[config.mk]
export PLATFORM = sky130hd
export DESIGN_NAME = gb3_front
export DESIGN_NICKNAME = d
export VERILOG_FILES = /design/src/rtl/gb3_pkg.sv /design/src/rtl/gb3_front.sv
export SDC_FILE = /design/constraint.sdc
export NUM_CORES = 1
export LEC_CHECK = 0
export ABC_AREA = 1
export BUFFER_PORTS_ARGS = -buffer_cell sky130_fd_sc_hd__buf_2
export CAP_MARGIN = 20
export CORE_MARGIN = 3
export CORE_UTILIZATION = 25
export DETAILED_ROUTE_END_ITERATION = 16
export PLACE_DENSITY_LB_ADDON = 0.2
export SYNTH_ARGS = -nofsm -noshare
export SYNTH_HDL_FRONTEND = slang
export SYNTH_SLANG_ARGS = --single-unit
[constraint.sdc]
create_clock -name clk -period 3.3 [get_ports clk]
set_input_delay 0.165 -clock clk [delete_from_list [all_inputs] [get_ports clk]]
set_output_delay 0.165 -clock clk [all_outputs]
set_load 0.05 [all_outputs]
[src/rtl/gb3_pkg.sv]
// Shared types, constants and the kernel arithmetic for the 3x3 Gaussian blur.
package gb3_pkg;

    // Gray value width, fixed by the item fields.
    localparam int PIXEL_BITS = 8;

    // Default storage limits handed to the top level.
    localparam int MAX_WIDTH_DEF  = 1024;
    localparam int MAX_HEIGHT_DEF = 4096;

    // Configuration port.
    localparam int CFG_DATA_W        = 13;
    localparam int CFG_INDEX_W       = 1;
    localparam int FRAME_WIDTH_BITS  = 11;
    localparam int FRAME_HEIGHT_BITS = 13;
    localparam int RESET_FRAME_WIDTH  = 1024;
    localparam int RESET_FRAME_HEIGHT = 768;

    localparam logic [CFG_INDEX_W-1:0] REG_FRAME_WIDTH  = 1'b0;
    localparam logic [CFG_INDEX_W-1:0] REG_FRAME_HEIGHT = 1'b1;

    // Item modes.
    localparam logic MODE_PIXEL = 1'b0;
    localparam logic MODE_FLUSH = 1'b1;

    // Depth of the queue between front and back.
    localparam int QUEUE_DEPTH = 4;

    // Kernel 1-2-1 / 2-4-2 / 1-2-1, normalized by a right shift.
    localparam int KERNEL_TAPS  = 9;
    localparam int KERNEL_SHIFT = 4;
    localparam int KERNEL [KERNEL_TAPS] = '{1, 2, 1, 2, 4, 2, 1, 2, 1};
    localparam int SUM_W = PIXEL_BITS + KERNEL_SHIFT;

    typedef logic [PIXEL_BITS-1:0] pix_t;
    typedef pix_t [KERNEL_TAPS-1:0] window_t;

    typedef struct packed {
        logic                  mode;
        logic [PIXEL_BITS-1:0] pixel_in;
    } in_item_t;

    typedef struct packed {
        logic [PIXEL_BITS-1:0] pixel_out;
        logic                  frame_end;
    } out_item_t;

    // What the front decided about one queued item.
    typedef struct packed {
        logic emit;
        logic interior;
        logic last;
    } op_flags_t;

    // Weighted sum over the nine window taps.
    function automatic logic [SUM_W-1:0] blur_sum(input window_t win);
        logic [SUM_W-1:0] acc;
        acc = '0;
        for (int i = 0; i < KERNEL_TAPS; i++)
        begin
            acc = acc + SUM_W'(win[i]) * SUM_W'(KERNEL[i]);
        end
        return acc;
    endfunction

endpackage

[src/rtl/gb3_front.sv]
// Front part: frame registers, position counters and classification of each item.
module gb3_front #(
    parameter int MAX_WIDTH  = gb3_pkg::MAX_WIDTH_DEF,
    parameter int MAX_HEIGHT = gb3_pkg::MAX_HEIGHT_DEF
) (
    input  logic                                 clk,
    input  logic                                 rst_n,
    input  logic                                 in_valid,
    input  gb3_pkg::in_item_t                    in_item,
    output logic                                 in_stall,
    input  logic                                 cfg_we,
    input  logic [gb3_pkg::CFG_INDEX_W-1:0]      cfg_index,
    input  logic [gb3_pkg::CFG_DATA_W-1:0]       cfg_data,
    input  logic                                 q_full,
    output logic                                 push,
    output gb3_pkg::pix_t                        push_pix,
    output logic [$clog2(MAX_WIDTH)-1:0]         push_col,
    output gb3_pkg::op_flags_t                   push_flags
);

    localparam int COL_W = $clog2(MAX_WIDTH);
    localparam int WID_W = $clog2(MAX_WIDTH + 1);
    localparam int ROW_W = $clog2(MAX_HEIGHT + 3);
    localparam int HGT_W = $clog2(MAX_HEIGHT + 1);
    localparam int RESET_W_EFF = (gb3_pkg::RESET_FRAME_WIDTH > MAX_WIDTH) ?
                                 MAX_WIDTH : gb3_pkg::RESET_FRAME_WIDTH;
    localparam int RESET_H_EFF = (gb3_pkg::RESET_FRAME_HEIGHT > MAX_HEIGHT) ?
                                 MAX_HEIGHT : gb3_pkg::RESET_FRAME_HEIGHT;

    logic [WID_W-1:0] width_reg, width_next;
    logic [HGT_W-1:0] height_reg, height_next;
    logic [COL_W-1:0] in_col_reg, in_col_next;
    logic [ROW_W-1:0] in_row_reg, in_row_next;
    logic [COL_W-1:0] out_col_reg, out_col_next;
    logic [ROW_W-1:0] out_row_reg, out_row_next;

    logic             accept;
    logic             input_done;
    logic             emit;
    logic             interior;
    logic             last;
    logic [WID_W:0]   in_col_plus;
    logic [WID_W:0]   out_col_plus;
    logic [ROW_W:0]   out_row_ext;
    logic [ROW_W:0]   height_ext;
    logic [WID_W:0]   width_ext;
    logic [31:0]      width_val;
    logic [31:0]      height_val;

    assign in_stall = q_full;
    assign accept   = in_valid && !q_full;

    // Classification of the item at the input.
    assign input_done   = (in_row_reg >= ROW_W'(height_reg));
    assign push         = accept && !((in_item.mode == gb3_pkg::MODE_FLUSH) && !input_done);
    assign emit         = (in_row_reg >= ROW_W'(2)) ||
                          ((in_row_reg == ROW_W'(1)) && (in_col_reg != '0));
    assign in_col_plus  = (WID_W + 1)'(in_col_reg) + (WID_W + 1)'(1);
    assign out_col_plus = (WID_W + 1)'(out_col_reg) + (WID_W + 1)'(1);
    assign out_row_ext  = (ROW_W + 1)'(out_row_reg);
    assign height_ext   = (ROW_W + 1)'(height_reg);
    assign width_ext    = (WID_W + 1)'(width_reg);

    // Interior pixels have a full neighborhood inside the frame.
    assign interior = (out_row_reg != '0) && (out_row_ext + (ROW_W + 1)'(2) <= height_ext) &&
                      (out_col_reg != '0) && (out_col_plus + (WID_W + 1)'(1) <= width_ext);
    assign last     = (out_row_ext + (ROW_W + 1)'(1) == height_ext) &&
                      (out_col_plus == width_ext);

    // A pixel that arrives after the frame acts as a flush with value zero.
    assign push_pix   = input_done ? '0 : in_item.pixel_in;
    assign push_col   = in_col_reg;
    assign push_flags = '{emit: emit, interior: interior, last: last};

    assign width_val  = 32'(cfg_data[gb3_pkg::FRAME_WIDTH_BITS-1:0]);
    assign height_val = 32'(cfg_data[gb3_pkg::FRAME_HEIGHT_BITS-1:0]);

    // Register writes and counter advance.
    always_comb
    begin
        width_next   = width_reg;
        height_next  = height_reg;
        in_col_next  = in_col_reg;
        in_row_next  = in_row_reg;
        out_col_next = out_col_reg;
        out_row_next = out_row_reg;
        if (cfg_we)
        begin
            case (cfg_index)
                gb3_pkg::REG_FRAME_WIDTH:
                begin
                    if (width_val == 32'd0)
                    begin
                        width_next = WID_W'(1);
                    end
                    else if (width_val > 32'(MAX_WIDTH))
                    begin
                        width_next = WID_W'(MAX_WIDTH);
                    end
                    else
                    begin
                        width_next = WID_W'(width_val);
                    end
                end
                gb3_pkg::REG_FRAME_HEIGHT:
                begin
                    if (height_val == 32'd0)
                    begin
                        height_next = HGT_W'(1);
                    end
                    else if (height_val > 32'(MAX_HEIGHT))
                    begin
                        height_next = HGT_W'(MAX_HEIGHT);
                    end
                    else
                    begin
                        height_next = HGT_W'(height_val);
                    end
                end
                default:
                begin
                    width_next = width_reg;
                end
            endcase
            in_col_next  = '0;
            in_row_next  = '0;
            out_col_next = '0;
            out_row_next = '0;
        end
        else if (push)
        begin
            if (in_col_plus >= width_ext)
            begin
                in_col_next = '0;
                in_row_next = in_row_reg + ROW_W'(1);
            end
            else
            begin
                in_col_next = COL_W'(in_col_plus);
            end
            if (emit)
            begin
                if (out_col_plus >= width_ext)
                begin
                    out_col_next = '0;
                    out_row_next = out_row_reg + ROW_W'(1);
                end
                else
                begin
                    out_col_next = COL_W'(out_col_plus);
                end
                // The frame's last output restarts the frame.
                if (last)
                begin
                    in_col_next  = '0;
                    in_row_next  = '0;
                    out_col_next = '0;
                    out_row_next = '0;
                end
            end
        end
    end

    always_ff @(posedge clk or negedge rst_n)
    begin
        if (!rst_n)
        begin
            width_reg   <= WID_W'(RESET_W_EFF);
            height_reg  <= HGT_W'(RESET_H_EFF);
            in_col_reg  <= '0;
            in_row_reg  <= '0;
            out_col_reg <= '0;
            out_row_reg <= '0;
        end
        else
        begin
            width_reg   <= width_next;
            height_reg  <= height_next;
            in_col_reg  <= in_col_next;
            in_row_reg  <= in_row_next;
            out_col_reg <= out_col_next;
            out_row_reg <= out_row_next;
        end
    end

endmodule

==> impl_results.md <==
* Pwr/cell area at 579.8 nW/um^2
* Synth Instances at a little over 900
* Area Overhead vs Synth at 22.25%
* GP Congestion at ~0.83
* Synth top area share at approximately a quarter
* Largest family of logic cells by synthesized area: simple AND/OR/NAND/NOR gates
* Input/output buffers at 50
* First-pass GRT wire length at 31,850 um
* RSZ-0062 raised after global routing: true
* Inst Count DP at around 1,300
* Synth Area in Adders at 13.94%
* Die area at approximately 27,000 um^2
* Setup violators final at 0
* FMAX at a little over 300 MHz
* Routed length per instance at approximately 15 um
* Largest stage delay on the critical path at approximately 0.42 ns
* Number of flops mapped to enable cells by yosys at 0
* Clk Latency, worst-skew pair at approximately 0.36 ns
* Slew Viols, Final at 0
* Register area share after synthesis at 27.95%
* Commonest non-fill, non-tap cell in the layout: nand2_1
* Worst-Margin Slew at 0.8374 ns
* Final core utilization at 31.30%
* I/O pin count at 51
* Nets at 1,107
* Status: complete, no violations
* Kind of critical path: reg2out
* Slew margin rel. at 43.96%
* Post-synthesis simple-gate area fraction at between 30 and 40%
* Post-synthesis compound-gate area fraction at 7.968%
* Total number of vias at 6,031
* Layout cells sized above 1 at about 16%
* Vias/cell at about 4.5
* Mapped cell area at 6281 um^2
* Skew final at 0.01607 ns
* Max cap viols at 0
* Largest net degree at the start of global routing at 56
* Design Power at between 4 and 5 mW
* CTS tree: built
* Setup ws final at about 0.025 ns
* Synth unique cells at 37
* Post-Syn Nets at around 1,000
* Hold crit path type: in2reg
* Via count of the first global-routing pass at 5,798
* Crit path required time at about 3.1 ns
* Total grt overflow at 0
* Critical Path AT at 3.11 ns
* Slowest cell on the critical path: dfrtp_2
* Starting Density at 25.60%
* Cts bufs inserted at 9
* Final Cycle Share at 99.25%
* Yosys reg bits at 70
* Most frequent cells in the layout: nand2_1 (250), inv_1 (149), nor2_1 (81)
* Worst path cell trace: inv_2, ha_4, inv_2, nor3_4, nand2_1, nor2_2, nand3_2, nor3_2, xor2_1, inv_1, ha_4, a21oi_1, o21ai_1, a21oi_1, a31oi_1, nor2_1, buf_6
* GRT Total Usage at 15.22%
* Number of H-tree levels at 3
* Hpwl dp at 15,710 um
* YS warnings at 0
* Die extent in y at 164.5 um
* Crit start category: register
* Row count at 57
* Leak at around 4 nW
* Routed wire length at slightly below 20,000 um
* Clk sink count at 70
* Synthesized area per cell at 6.761 um^2
* Core area at roughly 25,000 um^2
* CTS clk-pin slew, worst paths at 0.06 ns
* Max Buffers Root-to-Sink at 2
* Die span in x at roughly 160 um
* Yosys top cell by area: dfrtp_1
* Post-synth top flop: dfrtp_1
* Setup WS pre-CTS at roughly 0.042 ns
* Multiplexer area fraction after synthesis at 0%
* Initial antenna violation count at 0
* Iter 0 DRT Violations at about 270
* VDD IR max at 0.2596 mV
* Delay-heaviest family, CP: simple AND/OR/NAND/NOR gates
* Worst path bufs/invs at 4
* Ys async rst share at 100.0%
* Hold Fails Final Rpt at 0
* Remaining routing DRC violations at 0
* Fin crit period at 3.275 ns
* Pre-Repair DR Iteration Count at 5
* Post-route insts no fill at roughly 1,300
* CTS root buf: clkbuf_16
* Ant. Diodes at 0
* Antenna Violating Nets Remaining at 0
* Critical Path End Type: primary output
* Ranking of synthesized cells by area: dfrtp_1 (27%), nand2_1 (15%), ha_1 (14%)
* Peak fanout along the critical path at 4
* XOR/XNOR Fraction of Synth Area at a little under 5%
layout make-up:
class,count,area (um^2)
fill,2700,16850
multi-input combinational,680,4071
sequential,70,1760
inverter,161,604.3
timing repair buffer,87,565.5
tap,324,405.4
clock buffer,12,246.5
clock inverter,4,25.02
metrics by stage:
stage | hold WS [ns] | instance area [um^2] | setup TNS [ns]
2_1_floorplan | -0.1306 | 6281 | 0
3_3_place_gp | 0.3126 | 7038 | 0
3_5_place_dp | 0.3133 | 7038 | 0
4_1_cts | 0.07993 | 7492 | -0.04899
5_1_grt | 0.1104 | 7679 | -0.3082
6_report | 0.08794 | 7679 | 0
worst paths after layout:
check / to / cells past startpoint / slack, ns / start
max: push_flags[1] / 17 / 0.02 / out_col_reg[0]$_DFFE_PN0P_
min in group asynchronous: out_row_reg[4]$_DFFE_PN0P_ / 2 / 0.46 / rst_n
max in group asynchronous: out_col_reg[0]$_DFFE_PN0P_ / 3 / 2.10 / rst_n
min: height_reg[11]$_DFFE_PN0P_ / 3 / 0.09 / cfg_data[11]
max reg2reg: in_row_reg[11]$_DFFE_PN0P_ / 21 / 0.29 / out_col_reg[0]$_DFFE_PN0P_
min reg2reg: push_col[9]$_DFFE_PN0P_ / 2 / 0.52 / push_col[9]$_DFFE_PN0P_
repair_timing:
action | 4_1_cts | 5_1_grt
endpoints found under the setup margin | 2 | 38
hold endpoints to repair | 51 | 0
pin swaps | 15 | 18
hold buffers | 1 | 0
buffers inserted | 5 | 5
gates resized for setup | 32 | 33
synthesized netlist by cell type, drive strengths merged (2+ instances only):
cell,count
o211ai,2
xnor2,4
nand3b,11
inv,161
o22ai,18
nor2,91
dfrtp,67
o31ai,5
nand3,79
o21a,3
nand2,258
buf,14
nor3,14
nand4,20
xor2,31
dfstp,3
a21oi,39
o21ai,19
clkbuf,4
nor3b,2
nor4,8
ha,70
metal layers:
layer | GRT usage [%] | vias to the layer above | part of all wire, %
li1 | - | 3137 | -
met1 | 20.65 | 2783 | 49
met2 | 25.27 | 94 | 47
met3 | 2.132 | 17 | 2.7
met4 | 4.308 | 0 | 1.7
met5 | 0 | - | 0
worst register-to-register path, cell delays in order, from the launching register on:
cell	delay (ns)
dfrtp_2	0.42
ha_4	0.19
nand3_4	0.09
nor2_4	0.15
buf_6	0.11
nand3_4	0.10
xor2_4	0.21
inv_2	0.08
ha_4	0.28
nand2_2	0.05
inv_2	0.06
nand3_2	0.08
nor2_4	0.14
nand2_1	0.07
nor2_1	0.10
nand3_1	0.07
nor2_1	0.11
nand2_1	0.11
nand2_4	0.15
nand3_4	0.19
nand2_1	0.12
inv_1	0.04
report_power, final:
part           switching [mW]  leakage [nW]  internal, mW  total, mW
clock                   0.408         0.129         0.528      0.936
sequential              0.155         0.924         0.991       1.15
combinational            1.54          3.03         0.831       2.37
total                    2.10          4.08          2.35       4.45
kinds of logic (layout without fill, tap and decap cells):
group | Yosys count | in the layout
adders and majority gates | 70 | 70
buffers and inverters | 179 | 264
xor gates and xnor gates | 35 | 35
DFF | 70 | 70
AOI/OAI and AO/OA | 89 | 89
and+or+nand+nor | 486 | 486
No activity file was read; power rests on OpenSTA's default activity.
