<file path="src/rtl/gb3_pkg.sv">
// Shared types, constants and the kernel arithmetic for the 3x3 Gaussian blur.
package gb3_pkg;

    // Gray value width, fixed by the item fields.
    localparam int PIXEL_BITS = 8;

    // Default storage limits handed to the top level.
    localparam int MAX_WIDTH_DEF  = 1024;
    localparam int MAX_HEIGHT_DEF = 4096;

    // Configuration port.
    localparam int CFG_DATA_W        = 13;
    localparam int CFG_INDEX_W       = 1;
    localparam int FRAME_WIDTH_BITS  = 11;
    localparam int FRAME_HEIGHT_BITS = 13;
    localparam int RESET_FRAME_WIDTH  = 1024;
    localparam int RESET_FRAME_HEIGHT = 768;

    localparam logic [CFG_INDEX_W-1:0] REG_FRAME_WIDTH  = 1'b0;
    localparam logic [CFG_INDEX_W-1:0] REG_FRAME_HEIGHT = 1'b1;

    // Item modes.
    localparam logic MODE_PIXEL = 1'b0;
    localparam logic MODE_FLUSH = 1'b1;

    // Depth of the queue between front and back.
    localparam int QUEUE_DEPTH = 4;

    // Kernel 1-2-1 / 2-4-2 / 1-2-1, normalized by a right shift.
    localparam int KERNEL_TAPS  = 9;
    localparam int KERNEL_SHIFT = 4;
    localparam int KERNEL [KERNEL_TAPS] = '{1, 2, 1, 2, 4, 2, 1, 2, 1};
    localparam int SUM_W = PIXEL_BITS + KERNEL_SHIFT;

    typedef logic [PIXEL_BITS-1:0] pix_t;
    typedef pix_t [KERNEL_TAPS-1:0] window_t;

    typedef struct packed {
        logic                  mode;
        logic [PIXEL_BITS-1:0] pixel_in;
    } in_item_t;

    typedef struct packed {
        logic [PIXEL_BITS-1:0] pixel_out;
        logic                  frame_end;
    } out_item_t;

    // What the front decided about one queued item.
    typedef struct packed {
        logic emit;
        logic interior;
        logic last;
    } op_flags_t;

    // Weighted sum over the nine window taps.
    function automatic logic [SUM_W-1:0] blur_sum(input window_t win);
        logic [SUM_W-1:0] acc;
        acc = '0;
        for (int i = 0; i < KERNEL_TAPS; i++)
        begin
            acc = acc + SUM_W'(win[i]) * SUM_W'(KERNEL[i]);
        end
        return acc;
    endfunction

endpackage

</file>
<file path="src/rtl/gb3_fifo.sv">
// Small first-in first-out queue between the front and the back.
module gb3_fifo #(
    parameter int DATA_W = 8,
    parameter int DEPTH  = gb3_pkg::QUEUE_DEPTH
) (
    input  logic              clk,
    input  logic              rst_n,
    input  logic              push,
    input  logic [DATA_W-1:0] push_data,
    output logic              full,
    input  logic              pop,
    output logic [DATA_W-1:0] pop_data,
    output logic              not_empty
);

    localparam int PTR_W = (DEPTH > 1) ? $clog2(DEPTH) : 1;
    localparam int CNT_W = $clog2(DEPTH + 1);

    logic [DATA_W-1:0] entry_reg [DEPTH];
    logic [PTR_W-1:0]  wr_ptr_reg, wr_ptr_next;
    logic [PTR_W-1:0]  rd_ptr_reg, rd_ptr_next;
    logic [CNT_W-1:0]  count_reg, count_next;

    assign full      = (count_reg == CNT_W'(DEPTH));
    assign not_empty = (count_reg != '0);
    assign pop_data  = entry_reg[rd_ptr_reg];

    // Pointer and fill count update.
    always_comb
    begin
        wr_ptr_next = wr_ptr_reg;
        rd_ptr_next = rd_ptr_reg;
        count_next  = count_reg;
        if (push)
        begin
            wr_ptr_next = (wr_ptr_reg == PTR_W'(DEPTH - 1)) ? '0 : wr_ptr_reg + PTR_W'(1);
        end
        if (pop)
        begin
            rd_ptr_next = (rd_ptr_reg == PTR_W'(DEPTH - 1)) ? '0 : rd_ptr_reg + PTR_W'(1);
        end
        if (push && !pop)
        begin
            count_next = count_reg + CNT_W'(1);
        end
        else if (pop && !push)
        begin
            count_next = count_reg - CNT_W'(1);
        end
    end

    always_ff @(posedge clk or negedge rst_n)
    begin
        if (!rst_n)
        begin
            wr_ptr_reg <= '0;
            rd_ptr_reg <= '0;
            count_reg  <= '0;
        end
        else
        begin
            wr_ptr_reg <= wr_ptr_next;
            rd_ptr_reg <= rd_ptr_next;
            count_reg  <= count_next;
        end
    end

    // Entry storage.
    always_ff @(posedge clk)
    begin
        if (push)
        begin
            entry_reg[wr_ptr_reg] <= push_data;
        end
    end

endmodule

</file>
<file path="config.mk">
export PLATFORM = sky130hd
export DESIGN_NAME = gb3_fifo
export DESIGN_NICKNAME = d
export VERILOG_FILES = /design/src/rtl/gb3_pkg.sv /design/src/rtl/gb3_fifo.sv
export SDC_FILE = /design/constraint.sdc
export NUM_CORES = 1
export LEC_CHECK = 0
export BUFFER_PORTS_ARGS = -buffer_cell sky130_fd_sc_hd__buf_2
export CORE_ASPECT_RATIO = 0.75
export CORE_MARGIN = 4
export CORE_UTILIZATION = 40
export DETAILED_ROUTE_END_ITERATION = 7
export GPL_TIMING_DRIVEN = 0
export PLACE_DENSITY = 0.59
export SLEW_MARGIN = 20
export SYNTH_ARGS = -nofsm -noshare
export SYNTH_HDL_FRONTEND = slang
export SYNTH_SLANG_ARGS = --single-unit
</file>
<file path="constraint.sdc">
create_clock -name clk -period 1.8 [get_ports clk]
set_clock_uncertainty 0.1 [all_clocks]
set_input_delay 0.27 -clock clk [delete_from_list [all_inputs] [get_ports clk]]
set_output_delay 0.27 -clock clk [all_outputs]
set_load 0.02 [all_outputs]
</file>
==> impl_table.tex, run 1 <==
\begin{tabular}{lr}
\hline
Metric & Value \\
\hline
\multicolumn{2}{l}{\textbf{Die}} \\
\quad Area of the core & 0.00373 mm2 \\
\quad Horizontal die dimension & 80.4 um \\
\quad Overall die height & just over 60 um \\
\quad Count of pins on the block boundary & 22 \\
\quad Area of the die & $\sim$0.005 mm2 \\
\quad Number of core rows & 19 \\
\quad Effective utilization at floorplan & 0.421 \\
\multicolumn{2}{l}{\textbf{Power and ir drop}} \\
\quad Switching power of the nets & around 1 mW \\
\quad Register share of total power & 0.396 \\
\quad Cell leakage power & 0.742 nW \\
\quad Switching Fraction & 0.298 \\
\quad Total power draw & approximately 3.3 mW \\
\quad Cell-internal power & 2.29 mW \\
\quad Clock share of power & 0.230 \\
\quad Cell area power density & approximately 1700 mW/mm2 \\
\quad Gate power share & 0.374 \\
\quad Peak supply drop & about 670 uV \\
\multicolumn{2}{l}{\textbf{Global routing}} \\
\quad Via count of the first global-routing pass & roughly 790 \\
\quad Global router's overall resource usage & 0.116 \\
\quad First-pass GRT wire length & $\sim$4.1 mm \\
\quad Number of antenna violations at the first check in global routing & 0 \\
\quad Remaining global-route overflow & 0 \\
\quad Maximum number of pins on one net before global-route repair & 13 \\
\multicolumn{2}{l}{\textbf{Synthesis}} \\
\quad \#FFs+latches synth & 39 \\
\quad Synth Instances & 79 \\
\quad Synthesized cell area & approximately 0.0016 mm2 \\
\quad Warnings, synthesis & 0 \\
\quad Net count after synthesis & 98 \\
\quad Area share of the leading cell type in the synthesized netlist & 0.611 \\
\quad Synthesized area per cell & 19.9 um2 \\
\quad Proportion of synthesized chip area in sequential cells & 0.723 \\
\quad Library cell with the largest summed area after synthesis & edfxtp\_1 \\
\quad Dominant cells by area after synthesis & edfxtp\_1 61\%, mux4\_2 11\%, dfrtp\_1 11\% \\
\quad Distinct cell type count after synthesis & 18 \\
\multicolumn{2}{l}{\textbf{Timing}} \\
\quad Final worst path period share & 1.05 \\
\quad Actual slew at the worst max-slew pin & roughly 450 ps \\
\quad Clock period minus final worst setup slack & around 1900 ps \\
\quad Number of hold-slack violations in the final timing report & 0 \\
\quad Setup repair after global routing missed its margin & true \\
\quad Max-Slew Margin vs Limit & 0.701 \\
\quad Hold WS & 96.1 ps \\
\quad Slew Viols, Final & 0 \\
\quad Setup Viol. Count Final & 8 \\
\quad Top achievable clock speed & approximately 530 MHz \\
\quad Final Worst Setup Slack & -86.7 ps \\
\multicolumn{2}{l}{\textbf{Outcome}} \\
\quad Failing checks & setup timing \\
\quad Outcome & complete, but fails checks \\
\multicolumn{2}{l}{\textbf{Clock network}} \\
\quad Inserted Clock Buffers & 5 \\
\quad Clock tree from TritonCTS & yes \\
\quad Max H-tree Level & 2 \\
\quad Number of sinks driven by the clock tree & 39 \\
\quad Root Buffer & clkbuf\_8 \\
\quad Register clock-pin slew on the reported worst setup and hold paths & 80 ps \\
\quad Clock insertion delay at the later pin of the skew report & 280 ps \\
\quad Maximum number of buffers from clock root to sink & 2 \\
\multicolumn{2}{l}{\textbf{Final layout}} \\
\quad NumNets Final & between 100 and 150 \\
\quad Number of inserted diodes & 0 \\
\quad Total area of multi-input combinational cells & roughly 400 um2 \\
\quad Filler cell count & $\sim$300 \\
\quad Share of the core filled with cells in the final layout & 0.526 \\
\quad Max reg flops & 32 \\
\quad Synth-to-Final Area Change & 24.8\% \\
\quad Area taken by flip-flops and latches & about 0.0011 mm2 \\
\quad Fin area & about 0.0020 mm2 \\
\quad Count of placed standard cells in the final layout, fillers left out & about 160 \\
\quad Fraction of final layout cells with drive strength greater than 1 & 0.405 \\
\multicolumn{2}{l}{\textbf{Drt}} \\
\quad Number of detailed-routing iterations run before antenna repair & 4 \\
\quad Number of antenna-violating nets in the routed design & 0 \\
\quad DRC & 0 \\
\quad Routed length per instance & between 15 and 20 um \\
\quad Drt via density & 4.82 \\
\quad Starting DRC count in detailed routing & between 70 and 80 \\
\quad Total vias in the final route & around 790 \\
\quad Post-Route WL & about 2.6 mm \\
\multicolumn{2}{l}{\textbf{Hold path}} \\
\quad Hold depth & 1 \\
\quad Classification of the worst-slack hold path & primary input to flop \\
\multicolumn{2}{l}{\textbf{Placed design}} \\
\quad Count of buffers inserted at the top-level ports & 21 \\
\quad Standard cell area after detailed placement & about 0.0017 mm2 \\
\quad Routability cong. & 0.751 \\
\quad Total half-perimeter wirelength after legalization and detailed placement & between 1.5 and 2 mm \\
\quad Placed Instances & 152 \\
\multicolumn{2}{l}{\textbf{Setup path}} \\
\quad Reg-to-reg slack, setup & about 270 ps \\
\quad Launch point of the worst path & rd\_ptr\_reg[0] \\
\quad Worst path arrival time & around 1500 ps \\
\quad Biggest fanout along the worst timing path & 4 \\
\quad Reg2Reg Launch Point & wr\_ptr\_reg[0] \\
\quad Worst Path Class, Setup & flop to output port \\
\quad Cells along the critical path & clkbuf\_16, mux4\_2, buf\_6 \\
\quad R2r endpoint & entry\_reg[2][2] \\
\quad Peak per-stage delay on the critical path & 500 ps \\
\quad Kind of launch point of the worst setup path & flop \\
\quad CP Data Required Time & 1430 ps \\
\quad Setup crit end & pop\_data[6] \\
\quad Crit path capture type & output port \\
\quad Critical Path Slowest Stage Cell & mux4\_2 \\
\quad Worst r2r path cells & 3 \\
\multicolumn{2}{l}{\textbf{Run}} \\
\quad Number of max-capacitance violations reported & 0 \\
\hline
\end{tabular}
[cell type report]
type | count | share of cell area
Buffer | 2 | 0.0128
Tap cell | 52 | 0.0332
Clock inverter | 2 | 0.0179
Clock buffer | 6 | 0.0421
Sequential cell | 39 | 0.580
Inverter | 5 | 0.00957
Timing Repair Buffer | 24 | 0.101
Multi-Input combinational cell | 33 | 0.204
[synth_stat cells]
cell type	n
edfxtp_1	32
mux4_2	8
dfrtp_1	7
ha_1	6
inv_1	5
and2_1	4
mux2_2	3
nor2_1	2
o21ai_0	2
xor2_1	2
buf_2	1
buf_6	1
fa_1	1
nand2_1	1
nand3_1	1
nor3b_1	1
or3_1	1
xnor2_1	1
[cell families after synthesis]
| family | count (synthesis) | synth area share |
|---|---|---|
| AO/OA/AOI/OAI | 2 | 0.00637 |
| XOR/XNOR | 3 | 0.0167 |
| adder cells (fa/ha/maj) | 7 | 0.0605 |
| buffers and inverters | 7 | 0.0223 |
| flip-flops | 39 | 0.723 |
| multiplexers | 11 | 0.136 |
| AND/OR/NAND/NOR | 10 | 0.0350 |
[how the worst min path moves through the flow]
| stage | startpoint | endpoint | slack, ps |
|---|---|---|---|
| after floorplan | rst_n | count_reg[0] | -130 |
| after global placement | rst_n | rd_ptr_reg[1] | 10 |
| after detailed placement | rst_n | rd_ptr_reg[1] | 20 |
| after CTS | push_data[7] | entry_reg[0][7] | 90 |
| after global routing | push_data[6] | entry_reg[0][6] | 80 |
| final | push_data[7] | entry_reg[0][7] | 100 |
[power by group through the flow]
stage	clock network, mW	logic [mW]	registers (mW)
floorplan	0	0.725	1.28
global placement	0	0.963	1.29
detailed placement	0	0.979	1.30
CTS	0.774	0.996	1.28
global route	0.820	1.32	1.31
finish	0.750	1.22	1.29
[routing by layer]
metal | global-route usage | share of wire | vias to the layer above
li1 | - | - | 362
met1 | 0.150 | 0.45 | 396
met4 | 0.0696 | 0.021 | 0
met5 | 0 | 0 | -
met3 | 0.0448 | 0.062 | 6
met2 | 0.163 | 0.47 | 22
[cell usage in the layout, fill, tap and decap left out]
| cell type | n |
|---|---|
| fa_1 | 1 |
| nor3b_1 | 1 |
| bufinv_16 | 1 |
| clkbuf_8 | 6 |
| xor2_1 | 2 |
| dfrtp_1 | 6 |
| clkbuf_16 | 1 |
| nand3_1 | 1 |
| nor2_1 | 2 |
| dlygate4sd3_1 | 1 |
| or3_1 | 1 |
| edfxtp_1 | 32 |
| buf_12 | 1 |
| buf_6 | 8 |
| mux4_2 | 8 |
| buf_4 | 1 |
| buf_2 | 14 |
| inv_1 | 5 |
| clkinv_2 | 1 |
| mux2_2 | 3 |
| and2_1 | 4 |
| dfrtp_2 | 1 |
| xnor2_1 | 1 |
| ha_1 | 6 |
| o21ai_0 | 2 |
| nand2_1 | 1 |
[repair_timing]
item,in CTS,in global routing
cloned,0,1
setup buffers,0,1
endpoints found under the hold margin,7,0
endpoints found under the setup margin,8,8
hold buffers,1,0
gates resized for setup,1,18
pin swaps,0,0
[worst max-delay path: cells and delay by family, from the launching register on]
family	cells	cell delay [ps]
mux	1	500
flops	1	420
buf+inv	2	310
[per-stage QoR]
| stage | setup WS, ps | setup TNS, ps |
|---|---|---|
| after detailed placement | 134 | 0 |
| final | -86.7 | -610 |
| after global placement | 167 | 0 |
| after floorplan | 352 | 0 |
| after CTS | -124 | -866 |
| after global routing | -146 | -1070 |
No activity file was read; power rests on OpenSTA's default activity.
==> run 2: changes to the inputs <==
--- a/config.mk
+++ b/config.mk
@@ -9,6 +9,7 @@
 export CORE_ASPECT_RATIO = 0.75
 export CORE_MARGIN = 4
 export CORE_UTILIZATION = 40
+export CTS_BUF_LIST = sky130_fd_sc_hd__clkbuf_16
 export DETAILED_ROUTE_END_ITERATION = 7
 export GPL_TIMING_DRIVEN = 0
 export PLACE_DENSITY = 0.59
==> run 2 against run 1 <==
Net effect: the flow still finishes with violations (setup timing); cell area up 2.4%; non-clock buffer count unchanged; clock power up 30%; setup slack better by 15 ps; critical path depth unchanged; sequential power about the same; flip-flop and latch count unchanged; routed wire length down 3.2%; via count unchanged; register-to-register slack better by 20 ps.
==> impl_table.tex, run 2 (synthesized netlist as in run 1, its figures left out) <==
\begin{tabular}{lr}
\hline
Metric & Value \\
\hline
\multicolumn{2}{l}{\textbf{Power and ir drop}} \\
\quad Gate power share & 0.349 \\
\quad Clock share of power & 0.280 \\
\quad Switching power of the nets & $\sim$1.0 mW \\
\quad Cell area power density & about 1700 mW/mm2 \\
\quad Switching Fraction & 0.286 \\
\quad Register share of total power & 0.371 \\
\quad Peak supply drop & 666 uV \\
\quad Cell leakage power & $\sim$0.76 nW \\
\quad Total power draw & 3.48 mW \\
\quad Cell-internal power & approximately 2.5 mW \\
\multicolumn{2}{l}{\textbf{Global routing}} \\
\quad Via count of the first global-routing pass & 798 \\
\quad First-pass GRT wire length & 4.05 mm \\
\quad Global-route track usage on met2 & 0.163 \\
\quad Remaining global-route overflow & 0 \\
\quad Most congested layer reported by global routing & met2 \\
\quad Global Route met3 Usage & 0.0491 \\
\quad Met1 GRT Util & 0.148 \\
\quad Number of antenna violations at the first check in global routing & 0 \\
\quad Global router's overall resource usage & 0.115 \\
\quad Maximum number of pins on one net before global-route repair & 13 \\
\multicolumn{2}{l}{\textbf{Run}} \\
\quad Number of max-capacitance violations reported & 0 \\
\multicolumn{2}{l}{\textbf{Die}} \\
\quad Number of core rows & 19 \\
\quad Area of the die & about 0.005 mm2 \\
\quad Area of the core & around 0.0037 mm2 \\
\quad Count of pins on the block boundary & 22 \\
\quad Effective utilization at floorplan & 0.421 \\
\quad Horizontal die dimension & about 80 um \\
\quad Overall die height & between 60 and 70 um \\
\multicolumn{2}{l}{\textbf{Timing}} \\
\quad Slew Viols, Final & 0 \\
\quad Actual slew at the worst max-slew pin & between 400 and 500 ps \\
\quad Setup repair after global routing missed its margin & true \\
\quad Final worst path period share & 1.04 \\
\quad Setup Viol. Count Final & 8 \\
\quad Number of hold-slack violations in the final timing report & 0 \\
\quad Clock period minus final worst setup slack & roughly 1900 ps \\
\quad Final Worst Setup Slack & -71.3 ps \\
\quad Top achievable clock speed & about 530 MHz \\
\quad Setup TNS & -485 ps \\
\quad Max-Slew Margin vs Limit & 0.711 \\
\multicolumn{2}{l}{\textbf{Clock network}} \\
\quad Register clock-pin slew on the reported worst setup and hold paths & 60 ps \\
\quad Root Buffer & clkbuf\_16 \\
\quad Inserted Clock Buffers & 5 \\
\quad Maximum number of buffers from clock root to sink & 2 \\
\quad Max H-tree Level & 2 \\
\quad Clock insertion delay at the later pin of the skew report & around 280 ps \\
\quad Clock tree from TritonCTS & yes \\
\quad Number of sinks driven by the clock tree & 39 \\
\multicolumn{2}{l}{\textbf{Setup path}} \\
\quad Biggest fanout along the worst timing path & 4 \\
\quad Worst r2r path cells & 3 \\
\quad Worst Path Class, Setup & flop to output port \\
\quad Crit path capture type & output port \\
\quad Reg-to-reg slack, setup & 290 ps \\
\quad Reg2Reg Launch Point & wr\_ptr\_reg[0] \\
\quad CP Data Required Time & around 1400 ps \\
\quad R2r endpoint & entry\_reg[0][0] \\
\quad Worst path arrival time & about 1500 ps \\
\quad Setup crit end & pop\_data[6] \\
\quad Launch point of the worst path & rd\_ptr\_reg[0] \\
\quad Kind of launch point of the worst setup path & flop \\
\multicolumn{2}{l}{\textbf{Drt}} \\
\quad DRC & 0 \\
\quad Routed length per instance & 15.6 um \\
\quad Starting DRC count in detailed routing & $\sim$80 \\
\quad Number of detailed-routing iterations run before antenna repair & 4 \\
\quad Total vias in the final route & a little under 800 \\
\quad Drt via density & 4.82 \\
\quad Post-Route WL & roughly 2.5 mm \\
\quad Number of antenna-violating nets in the routed design & 0 \\
\multicolumn{2}{l}{\textbf{Final layout}} \\
\quad Fin area & approximately 0.0020 mm2 \\
\quad Share of the core filled with cells in the final layout & 0.538 \\
\quad Most frequent standard cell in the layout excluding fill and tap cells & edfxtp\_1 \\
\quad Number of inserted diodes & 0 \\
\quad Highest-count cells in the layout ignoring fill and taps & 32 x edfxtp\_1, 14 x buf\_2, 8 x mux4\_2, 8 x buf\_6 \\
\quad Fraction of final layout cells with drive strength greater than 1 & 0.396 \\
\quad Synth-to-Final Area Change & 27.8\% \\
\quad NumNets Final & approximately 130 \\
\quad Max reg flops & 32 \\
\multicolumn{2}{l}{\textbf{Outcome}} \\
\quad Outcome & complete, but fails checks \\
\quad Failing checks & setup timing \\
\multicolumn{2}{l}{\textbf{Placed design}} \\
\quad Standard cell area after detailed placement & $\sim$0.0017 mm2 \\
\quad Post-placement worst setup slack & between 100 and 150 ps \\
\quad Routability cong. & about 0.75 \\
\quad Total half-perimeter wirelength after legalization and detailed placement & approximately 1.7 mm \\
\quad Count of buffers inserted at the top-level ports & 21 \\
\multicolumn{2}{l}{\textbf{Hold path}} \\
\quad Classification of the worst-slack hold path & primary input to flop \\
\hline
\end{tabular}
==> run 2: critical path: stages (launching register included) <==
cell       delay (ps)
dfrtp_2           410
clkbuf_16         160
mux4_2            500
buf_6             150
==> run 2: power by group through the flow <==
stage               clock network [mW]  logic (mW)  registers (mW)
floorplan                            0       0.725            1.28
global placement                     0       0.963            1.29
detailed placement                   0       0.979            1.30
CTS                              0.993       0.996            1.29
global route                      1.04        1.32            1.32
finish                           0.975        1.21            1.29
==> run 2: area by class of cell <==
class | instances | area [um2]
flip-flops and latches | 39 | 1140
fillers | 304 | 1720
well taps | 52 | 65.1
inverters | 5 | 18.8
clock buffers | 5 | 125
multi-input cells | 33 | 400
clock inverters | 3 | 38.8
repair buffers | 24 | 198
plain buffers | 2 | 25.0
==> run 2: through the flow <==
step / instances / hold slack, ps
2_1_floorplan: 79 / -126
3_3_place_gp: 152 / 11.8
3_5_place_dp: 152 / 20.3
4_1_cts: 161 / 106
5_1_grt: 163 / 104
6_report: 163 / 106
==> run 2: what timing repair did <==
action,CTS,global route
hold buffers,1,0
hold endpoints to repair,7,0
buffers inserted,0,1
gates resized for setup,1,18
setup endpoints to repair,8,8
gates cloned,0,1
==> run 2: how the worst min path moves through the flow <==
stage                       to  slack [ps]  cells after the start    startpoint
2_1_floorplan     count_reg[0]        -130                      0         rst_n
3_3_place_gp     rd_ptr_reg[1]          10                      1         rst_n
3_5_place_dp     rd_ptr_reg[1]          20                      1         rst_n
4_1_cts        entry_reg[0][7]         110                      1  push_data[7]
5_1_grt        entry_reg[0][6]         100                      1  push_data[6]
6_report       entry_reg[0][7]         110                      1  push_data[7]
==> run 2: per-layer routing <==
| layer | up-vias | part of all wire | wire length (um) |
|---|---|---|---|
| li1 | 363 | - | - |
| met1 | 400 | 0.44 | 1120 |
| met2 | 16 | 0.48 | 1230 |
| met3 | 7 | 0.052 | 132 |
| met4 | 0 | 0.024 | 60 |
| met5 | - | 0 | 0 |
